File: src/tpr_pkg.sv
// ----------------------------------------------------------------------------
// tpr_pkg
// Shared types and constants for the tachometer period and speed block.
// ----------------------------------------------------------------------------
package tpr_pkg;

  localparam int CLOCK_W   = 27;
  localparam int RELOAD_W  = 16;
  localparam int CAPTURE_W = 16;
  localparam int PERIOD_W  = 32;
  localparam int RPS_W     = 27;
  localparam int RPM_W     = 31;

  localparam logic [CLOCK_W-1:0]   CLOCK_HZ_RESET     = 27'd50000000;
  localparam logic [RELOAD_W-1:0]  TIMER_RELOAD_RESET = 16'hFFFF;
  localparam logic [CAPTURE_W-1:0] WRAP_MAX           = 16'hFFFF;

  // Register indexes on the configuration port
  localparam logic REG_CLOCK_HZ     = 1'b0;
  localparam logic REG_TIMER_RELOAD = 1'b1;

  // Shared divider: dividend width and step counts
  localparam int DIV_W    = 31;
  localparam int STEP_W   = 5;
  localparam int RPS_DVD_W = CLOCK_W - 2;
  localparam logic [STEP_W-1:0] RPS_STEPS = STEP_W'(RPS_DVD_W);
  localparam logic [STEP_W-1:0] RPM_STEPS = STEP_W'(DIV_W);

  typedef struct packed {
    logic                start;
    logic [DIV_W-1:0]    dividend;
    logic [PERIOD_W-1:0] divisor;
    logic [STEP_W-1:0]   steps;
  } div_req_t;

  typedef struct packed {
    logic             done;
    logic [DIV_W-1:0] quotient;
  } div_rsp_t;

endpackage

File: src/tpr_cfg.sv
// ----------------------------------------------------------------------------
// tpr_cfg
// Configuration registers behind a simple APB-style slave.
// ----------------------------------------------------------------------------
module tpr_cfg
  import tpr_pkg::*;
(
  input  logic                clk,
  input  logic                rst,
  input  logic                psel,
  input  logic                penable,
  input  logic                pwrite,
  input  logic [2:0]          paddr,
  input  logic [31:0]         pwdata,
  output logic [31:0]         prdata,
  output logic                pready,
  output logic [CLOCK_W-1:0]  clock_hz,
  output logic [RELOAD_W-1:0] timer_reload
);

  logic wr_en;

  assign pready = 1'b1;
  assign wr_en  = psel & penable & pwrite & pready;

  always_ff @(posedge clk) begin
    if (rst) begin
      clock_hz     <= CLOCK_HZ_RESET;
      timer_reload <= TIMER_RELOAD_RESET;
    end else if (wr_en) begin
      case (paddr[2])
        REG_CLOCK_HZ:     clock_hz     <= pwdata[CLOCK_W-1:0];
        REG_TIMER_RELOAD: timer_reload <= pwdata[RELOAD_W-1:0];
        default: ;
      endcase
    end
  end

  always_comb begin
    case (paddr[2])
      REG_CLOCK_HZ:     prdata = {{(32-CLOCK_W){1'b0}}, clock_hz};
      REG_TIMER_RELOAD: prdata = {{(32-RELOAD_W){1'b0}}, timer_reload};
      default:          prdata = '0;
    endcase
  end

endmodule

File: src/tpr_div.sv
// ----------------------------------------------------------------------------
// tpr_div
// Radix-2 restoring divider, one quotient bit per cycle, shared by both rates.
// ----------------------------------------------------------------------------
module tpr_div
  import tpr_pkg::*;
(
  input  logic     clk,
  input  logic     rst,
  input  div_req_t req,
  output div_rsp_t rsp
);

  logic                busy;
  logic                done;
  logic [STEP_W-1:0]   count;
  logic [PERIOD_W-1:0] rem;
  logic [DIV_W-1:0]    quo;
  logic [PERIOD_W-1:0] dsr;
  logic [PERIOD_W:0]   rem_shift;
  logic [PERIOD_W:0]   diff;
  logic                fits;

  assign rem_shift = {rem, quo[DIV_W-1]};
  assign diff      = rem_shift - {1'b0, dsr};
  assign fits      = ~diff[PERIOD_W];

  always_ff @(posedge clk) begin
    if (rst) begin
      busy <= 1'b0;
      done <= 1'b0;
    end else begin
      done <= 1'b0;
      if (req.start) begin
        busy  <= 1'b1;
        count <= req.steps;
        rem   <= '0;
        quo   <= req.dividend;
        dsr   <= req.divisor;
      end else if (busy) begin
        rem   <= fits ? diff[PERIOD_W-1:0] : rem_shift[PERIOD_W-1:0];
        quo   <= {quo[DIV_W-2:0], fits};
        count <= count - STEP_W'(1);
        if (count == STEP_W'(1)) begin
          busy <= 1'b0;
          done <= 1'b1;
        end
      end
    end
  end

  assign rsp.done     = done;
  assign rsp.quotient = quo;

endmodule

File: src/tachometer_period_rpm.sv
// ----------------------------------------------------------------------------
// tachometer_period_rpm
// Period and speed from capture-timer events of a down-counting timer.
//
//   channel  direction  handshake         contents
//   s_*      in         tvalid / tready   tdata: capture_value; tuser: flags
//   m_*      out        tvalid / tready   tdata: period, rev/s, rev/min
//   apb      in         psel / penable    clock_hz (0x0), timer_reload (0x4)
//
// An item passes from one input transfer to the next through wrap update,
// product, period, then two passes of the shared radix-2 divider (25 and 31
// steps, each with a start and a wait state) and an output load.
// With a zero period the divider is skipped.
// Reset is synchronous; no clearing pass follows it.
// A finished result waits in the output register while m_tready is low; the
// next item is taken meanwhile and holds in its last state until it drains.
// ----------------------------------------------------------------------------
module tachometer_period_rpm
  import tpr_pkg::*;
(
  input  logic        clk,
  input  logic        rst,
  input  logic        s_tvalid,
  output logic        s_tready,
  input  logic [15:0] s_tdata,   // [15:0] capture_value
  input  logic [1:0]  s_tuser,   // [0] timeout_flag, [1] capture_flag
  output logic        m_tvalid,
  input  logic        m_tready,
  output logic [95:0] m_tdata,   // [31:0] period_ticks, [58:32] revs_per_second,
                                 // [89:59] revs_per_minute, [95:90] zero
  output logic        m_tuser,   // [0] period_zero
  input  logic        psel,
  input  logic        penable,
  input  logic        pwrite,
  input  logic [2:0]  paddr,
  input  logic [31:0] pwdata,
  output logic [31:0] prdata,
  output logic        pready
);

  typedef enum logic [2:0] {
    IDLE,
    MUL,
    PER,
    RPS_START,
    RPS_WAIT,
    RPM_START,
    RPM_WAIT,
    DONE
  } state_t;

  state_t               state;
  logic                 capture_q;
  logic [CAPTURE_W-1:0] cap_q;
  logic [CAPTURE_W-1:0] wrap_count;
  logic [CAPTURE_W-1:0] last_capture;
  logic [PERIOD_W-1:0]  period_reg;
  logic [PERIOD_W-1:0]  extra;
  logic [RPS_W-1:0]     rps;
  logic [RPM_W-1:0]     rpm;

  logic [CLOCK_W-1:0]   clock_hz;
  logic [RELOAD_W-1:0]  timer_reload;
  logic [DIV_W-1:0]     clk15;
  logic [CAPTURE_W-1:0] wrap_next;
  logic                 in_xfer;
  div_req_t             div_req;
  div_rsp_t             div_rsp;

  tpr_cfg u_cfg (
    .clk          (clk),
    .rst          (rst),
    .psel         (psel),
    .penable      (penable),
    .pwrite       (pwrite),
    .paddr        (paddr),
    .pwdata       (pwdata),
    .prdata       (prdata),
    .pready       (pready),
    .clock_hz     (clock_hz),
    .timer_reload (timer_reload)
  );

  tpr_div u_div (
    .clk (clk),
    .rst (rst),
    .req (div_req),
    .rsp (div_rsp)
  );

  assign s_tready  = (state == IDLE);
  assign in_xfer   = s_tvalid & s_tready;
  assign clk15     = {clock_hz, 4'b0} - {4'b0, clock_hz};
  assign wrap_next = (s_tuser[0] && wrap_count != WRAP_MAX) ?
                     wrap_count + CAPTURE_W'(1) : wrap_count;

  always_comb begin
    div_req.start    = 1'b0;
    div_req.dividend = {clock_hz[CLOCK_W-1:2], {(DIV_W-RPS_DVD_W){1'b0}}};
    div_req.divisor  = period_reg;
    div_req.steps    = RPS_STEPS;
    case (state)
      RPS_START: begin
        div_req.start = (period_reg != '0);
      end
      RPM_START: begin
        div_req.start    = 1'b1;
        div_req.dividend = clk15;
        div_req.steps    = RPM_STEPS;
      end
      default: ;
    endcase
  end

  always_ff @(posedge clk) begin
    if (rst) begin
      state        <= IDLE;
      wrap_count   <= '0;
      last_capture <= '0;
      period_reg   <= '0;
      m_tvalid     <= 1'b0;
    end else begin
      if (m_tvalid && m_tready && state != DONE) begin
        m_tvalid <= 1'b0;
      end
      case (state)
        IDLE: begin
          if (in_xfer) begin
            capture_q  <= s_tuser[1];
            cap_q      <= s_tdata;
            wrap_count <= wrap_next;
            state      <= MUL;
          end
        end
        MUL: begin
          extra <= {16'b0, wrap_count} * {16'b0, timer_reload};
          state <= PER;
        end
        PER: begin
          if (capture_q) begin
            period_reg   <= {16'b0, last_capture} - {16'b0, cap_q} + extra;
            last_capture <= cap_q;
            wrap_count   <= '0;
          end
          state <= RPS_START;
        end
        RPS_START: begin
          rps <= '0;
          rpm <= '0;
          state <= (period_reg == '0) ? DONE : RPS_WAIT;
        end
        RPS_WAIT: begin
          if (div_rsp.done) begin
            rps   <= div_rsp.quotient[RPS_W-1:0];
            state <= RPM_START;
          end
        end
        RPM_START: begin
          state <= RPM_WAIT;
        end
        RPM_WAIT: begin
          if (div_rsp.done) begin
            rpm   <= div_rsp.quotient[RPM_W-1:0];
            state <= DONE;
          end
        end
        DONE: begin
          if (!m_tvalid || m_tready) begin
            m_tvalid <= 1'b1;
            m_tdata  <= {6'b0, rpm, rps, period_reg};
            m_tuser  <= (period_reg == '0);
            state    <= IDLE;
          end else begin
            m_tvalid <= 1'b1;
          end
        end
        default: state <= IDLE;
      endcase
    end
  end

endmodule
File: config.mk
export PLATFORM = sky130hd
export DESIGN_NAME = tachometer_period_rpm
export DESIGN_NICKNAME = d
export VERILOG_FILES = /design/src/tpr_pkg.sv /design/src/tpr_cfg.sv /design/src/tpr_div.sv /design/src/tachometer_period_rpm.sv
export SDC_FILE = /design/constraint.sdc
export NUM_CORES = 1
export LEC_CHECK = 0
export BUFFER_PORTS_ARGS = -buffer_cell sky130_fd_sc_hd__buf_2
export CAP_MARGIN = 20
export CORE_MARGIN = 2
export CORE_UTILIZATION = 40
export DETAILED_ROUTE_END_ITERATION = 10
export GPL_TIMING_DRIVEN = 0
export PLACE_DENSITY = 0.57
export REMOVE_ABC_BUFFERS = 1
export SKIP_LAST_GASP = 1
export SLEW_MARGIN = 20
export SYNTH_ARGS = -nofsm -noshare
export SYNTH_HDL_FRONTEND = slang
export SYNTH_SLANG_ARGS = --single-unit
File: constraint.sdc
create_clock -name clk -period 16.28 [get_ports clk]
set_input_delay 1.628 -clock clk [delete_from_list [all_inputs] [get_ports clk]]
set_output_delay 1.628 -clock clk [all_outputs]
set_load 0.05 [all_outputs]
# Yosys cells after proc, flatten, opt, wreduce, memory -nomap -nowiden
# Index checks and enable logic that the tools add are counted.
[totals]
output_inout_bits = 132
regBits = 411
[op_classes]
bitwise = 7
n_mux = 30
n_reduce_logical = 26
n_eq_ne = 16
n_addsub = 6
mul = 1
[ops]
columns = ["cell", "n"]
rows = [
  ["$mux 31", 4],
  ["$mux 32", 2],
  ["$pmux 32 s2", 1],
  ["$pmux 31 s2", 1],
  ["$pmux 27 s2", 1],
  ["$mux 16", 3],
  ["$sub 33x32->33", 1],
  ["$add 32x32->32", 1],
  ["$logic_not 32->1", 1],
  ["$mul 16x16->32", 1],
  ["$pmux 16 s2", 1],
  ["$reduce_bool 32->1", 1],
  ["$sub 31x27->31", 1],
  ["$mux 27", 1],
  ["$pmux 3 s8", 1],
  ["$sub 16x16->17", 1],
  ["$add 16x1->16 const B", 1],
  ["$ne 16x16->1 const B", 1],
  ["$mux 3", 5],
  ["$eq 3x3->1 const B", 4],
  ["$reduce_and 2->1", 6],
  ["$reduce_and 3->1", 4],
  ["$mux 5", 2],
  ["$reduce_bool 2->1", 5],
  ["other kinds (18)", 36],
]

# Logic depth before layout (Yosys ltp)
[logic_depth]
word_depth = 5
ltp_mapped = 24
depth_no_buf = 23

# Hierarchy
# A second synthesis with hierarchy kept.
[hier_totals]
cells_unflattened = 2971
hier_area_um2 = 29940.0
[by_module_without_submodules]
columns = ["module", "area_each_um2", "cells_each", "instances"]
rows = [
  ["tachometer_period_rpm", 21984.8, 2254, 1],
  ["tpr_div", 5825.6, 497, 1],
  ["tpr_cfg", 2129.5, 220, 1],
]

# Least setup slack after synthesis
# Ideal clock, no wire load.
[synth_timing]
path_kind = "in2reg"
start = "input rst"
end = "register m_tdata[0] (enable)"
stages = 3
setup_ns = 0.652
arrival_time_ns = 8.146
t_required_ns = 15.628
path_buffers = 2
setup_slack_ns = 7.482
path_cell_list = "clkbuf_1 > clkbuf_1 > nor3_1"
[synth_between]
elab_chain_len = 2
[synth_lines]
columns = ["item", "line_no", "text"]
rows = [
  ["start: declaration", "tachometer_period_rpm.sv:22", "input logic rst,"],
  ["$not 1->1 (no source line)", "n/a", ""],
  ["$reduce_and 3->1 (no source line)", "n/a", ""],
  ["end signal: assignment", "tachometer_period_rpm.sv:170", "m_tdata <= {6'b0, rpm, rps, period_reg};"],
  ["end: declaration", "tachometer_period_rpm.sv:29", "output logic [95:0] m_tdata,"],
]
# Every way passes these cells.
# A chain may end at the register's enable or synchronous reset.

# Final worst setup path
[layout_timing]
start = "register wrap_count[10]"
end = "register extra[30], data pin"
[layout_between]
elab_chain_len = 1
[layout_lines]
columns = ["item", "line_no", "text"]
rows = [
  ["start: declaration", "tachometer_period_rpm.sv:55", "logic [CAPTURE_W-1:0] wrap_count;"],
  ["start signal: assignment", "tachometer_period_rpm.sv:131", "wrap_count <= wrap_next;"],
  ["$mul 16x16->32", "tachometer_period_rpm.sv:136", "extra <= {16'b0, wrap_count} * {16'b0, timer_reload};"],
  ["end signal: assignment", "tachometer_period_rpm.sv:136", ""],
  ["end: declaration", "tachometer_period_rpm.sv:58", "logic [PERIOD_W-1:0] extra;"],
]
# Every way passes these cells.

==> results_dict.tcl <==
set metrics [dict create \
    clkPwrFrac_pct 34.9 \
    synth_top_cell_by_area "edfxtp_1" \
    antenna_found_initial 2 \
    postRouteAntennaNets 0 \
    ys_async_sr_fraction_pct 0 \
    clkTransAtPathRegs_ps 60 \
    track_usage_pct 19.01 \
    sw_frac_of_total_pct 29.81 \
    drt_first_pass_iters 5 \
    numPortBuffers 172 \
    seq_power_share_pct 42.7 \
    p_comb_share_pct 22.4 \
    fin_crit_ps 6828 \
    rsz0062_at_grt "no" \
    switching_power_uw 871.9 \
    core_area_sq_um 72830 \
    gp_congestion 0.8958 \
    start_kind "register" \
    drv_slew 0 \
    power.density_nw_per_um2 88.81 \
    synth_edf_count 298 \
    ys_types 92 \
    clock_latency_ps 580 \
    finalClockSkew_ps 25.18 \
    largest_register "m_tdata" \
    syn_area_sq_um 29410 \
    criticalPathCategory "reg2reg" \
    cts_max_path_buffers 3 \
    path_max_fanout 20 \
    n_antenna_cell 0 \
    cts_tree "built" \
    drtIter0Drc 1329 \
    ys_dominant_reg_cell "edfxtp_1" \
    synth_warnings 0 \
    cp-end-kind "register" \
    ios 192 \
    dieArea_sq_um 75710 \
    avgViaCountPerCell 5.226 \
    max_freq_ghz 0.1465 \
    period_share_pct 41.94 \
    cts.sink_count 411 \
    stdcell_count 4112 \
    worstMarginPinSlew_ps 1059 \
    yosys_register_bits 411 \
    maxSlewHeadroom_pct 29.27 \
    peakVddDrop_mv 0.08192 \
    hold_viol_final 0 \
    grt_first_pass_wirelength_um 115700 \
    dp_hpwl_um 54720 \
    leakagePower_uw 0.01441 \
    yosysSeqAreaShare_pct 38.12 \
    wirelength_um 71350 \
    setup_viol 0 \
    dieHeight_um 275.2 \
    dpl.cell_count 4032 \
    cts_resized 0 \
    grt_pass1_vias 21760 \
    cts_buffers 43 \
    grt_start_max_net_pins 67 \
    cts_root_buf "clkbuf_16" \
    hp-class "reg2reg" \
    synth.area.top_cells "edfxtp_1 (30%), fa_1 (13%), ha_1 (8.9%)" \
    post_cts_buffers 0 \
    cts_hold_buf 0 \
    drive_above_1_share_pct 10.40 \
    largest_reg_flops 90 \
    worstPathRequired_ps 16600 \
    synth_top_cell_area_share_pct 30.43 \
    detailedPlace.worstSlack_ps 9416 \
    syn-instance-count 2999 \
    gr-total-overflow 0 \
    setup_slack_ps 9452 \
    cts_htree_levels 2 \
    drv_cap 0 \
    chipWidth_um 275.2 \
    start_util_pct 40.38 \
    nets 3585 \
    avgRoutedWirePerCell_um 17.35 \
    area_growth_syn_to_layout_pct 11.99 \
    arrival_ps 7150 \
    vias 21490 \
    drc 0 \
    intPower_uw 2053 \
    syn_area_per_cell_sq_um 9.806 \
    status "complete, no violations" \
    rows 99 \
    tns_ps 0 \
]
[final timing paths]
kind | startpoint | cells after the start | slack (ps) | to
setup / recovery | wrap_count[10] | 20 | 9450 | extra[30]
hold / removal | rpm[8] | 0 | 410 | m_tdata[67]
setup reg to reg | wrap_count[10] | 20 | 9450 | extra[30]
hold reg to reg | rpm[8] | 0 | 410 | m_tdata[67]
[cell type report]
cell class / instances / area [sq um]
Inverter: 343 / 1287
Tap cell: 959 / 1200
Clock inverter: 24 / 284.0
Multi-Input combinational cell: 2111 / 16430
Fill cell: 6938 / 39900
Clock buffer: 56 / 1167
Sequential cell: 411 / 11210
Timing Repair Buffer: 208 / 1353
[worst max-delay path: stages, from the launching register on]
cell and delay, ps:
dfxtp_1 980, nand2_1 180, fa_1 570, fa_1 580, fa_1 460, fa_1 560, inv_1 50, fa_1 480
inv_1 50, fa_1 470, inv_1 40, ha_1 390, o311a_1 190, o21ai_0 100, o2111ai_1 130, o211ai_1 210
o311a_1 440, o21a_1 220, nor2_1 170, a41oi_1 160, xnor2_1 160
[Yosys cell counts, drive strengths merged, types with 22 or more instances]
cell type and instances:
nand2 423, inv 343, edfxtp 298, ha 210
fa 197, and2 187, a21oi 174, nor2 163
clkbuf 116, dfxtp 113, o21ai 108, xnor2 78
a21o 72, nand3 43, xor2 41, nor3 38
buf 28, mux2i 27, a211oi 25, nand2b 25
nand3b 22
[metal layers]
layer | GRT usage (%) | routed length, um
met1 | 25.25 | 31550
met5 | 0 | 20
met2 | 32.00 | 34380
met4 | 6.743 | 2386
met3 | 2.348 | 3019
[metrics by stage]
stage	hold WS, ps	power [uW]	util [%]	cell area, sq um
finish	410.7	2925	45.22	32940
global placement	403.9	1894	42.43	30910
floorplan	400.3	1716	-	28850
CTS	406.0	2955	45.22	32940
detailed placement	405.2	1928	43.23	31480
global route	416.6	3073	45.22	32940
[power groups by stage]
stage / clock [uW] / combinational (uW) / sequential, uW
CTS: 1050 / 659 / 1250
global route: 1090 / 731 / 1260
global placement: 0 / 617 / 1280
finish: 1020 / 655 / 1250
floorplan: 0 / 468 / 1250
detailed placement: 0 / 655 / 1270
[cell families (layout without fill, tap and decap cells)]
kind of cell             count (synthesis)  in the layout  synth area share (%)
AND/OR/NAND/NOR                       1005           1005                 16.37
AO/OA/AOI/OAI                          538            538                 12.08
buffers and inverters                  487            631                 6.424
flip-flops                             411            411                 38.12
adder cells (fa/ha/maj)                407            407                 22.34
XOR/XNOR                               119            119                 3.608
multiplexers                            30             30                 1.034
other                                    2             12               0.02554
[placed cells by master (no fill, tap or decap), types with 17 or more instances in the layout]
cell type  instances
nand2_1          421
a211oi_1          22
mux2i_1           27
xnor2_1           77
a21oi_1          172
fa_1             197
o21ai_1           17
and3_1            17
ha_1             210
dfxtp_1          113
nand4_1           18
nand3b_1          22
xor2_1            41
nand3_1           42
nand2b_1          25
buf_2            176
o21ai_0           86
clkbuf_16         44
inv_1            342
and2_1           186
a21o_1            72
nor3_1            33
edfxtp_1         298
a31oi_1           19
nor2_1           154
Power figures use the tool's default switching activity.
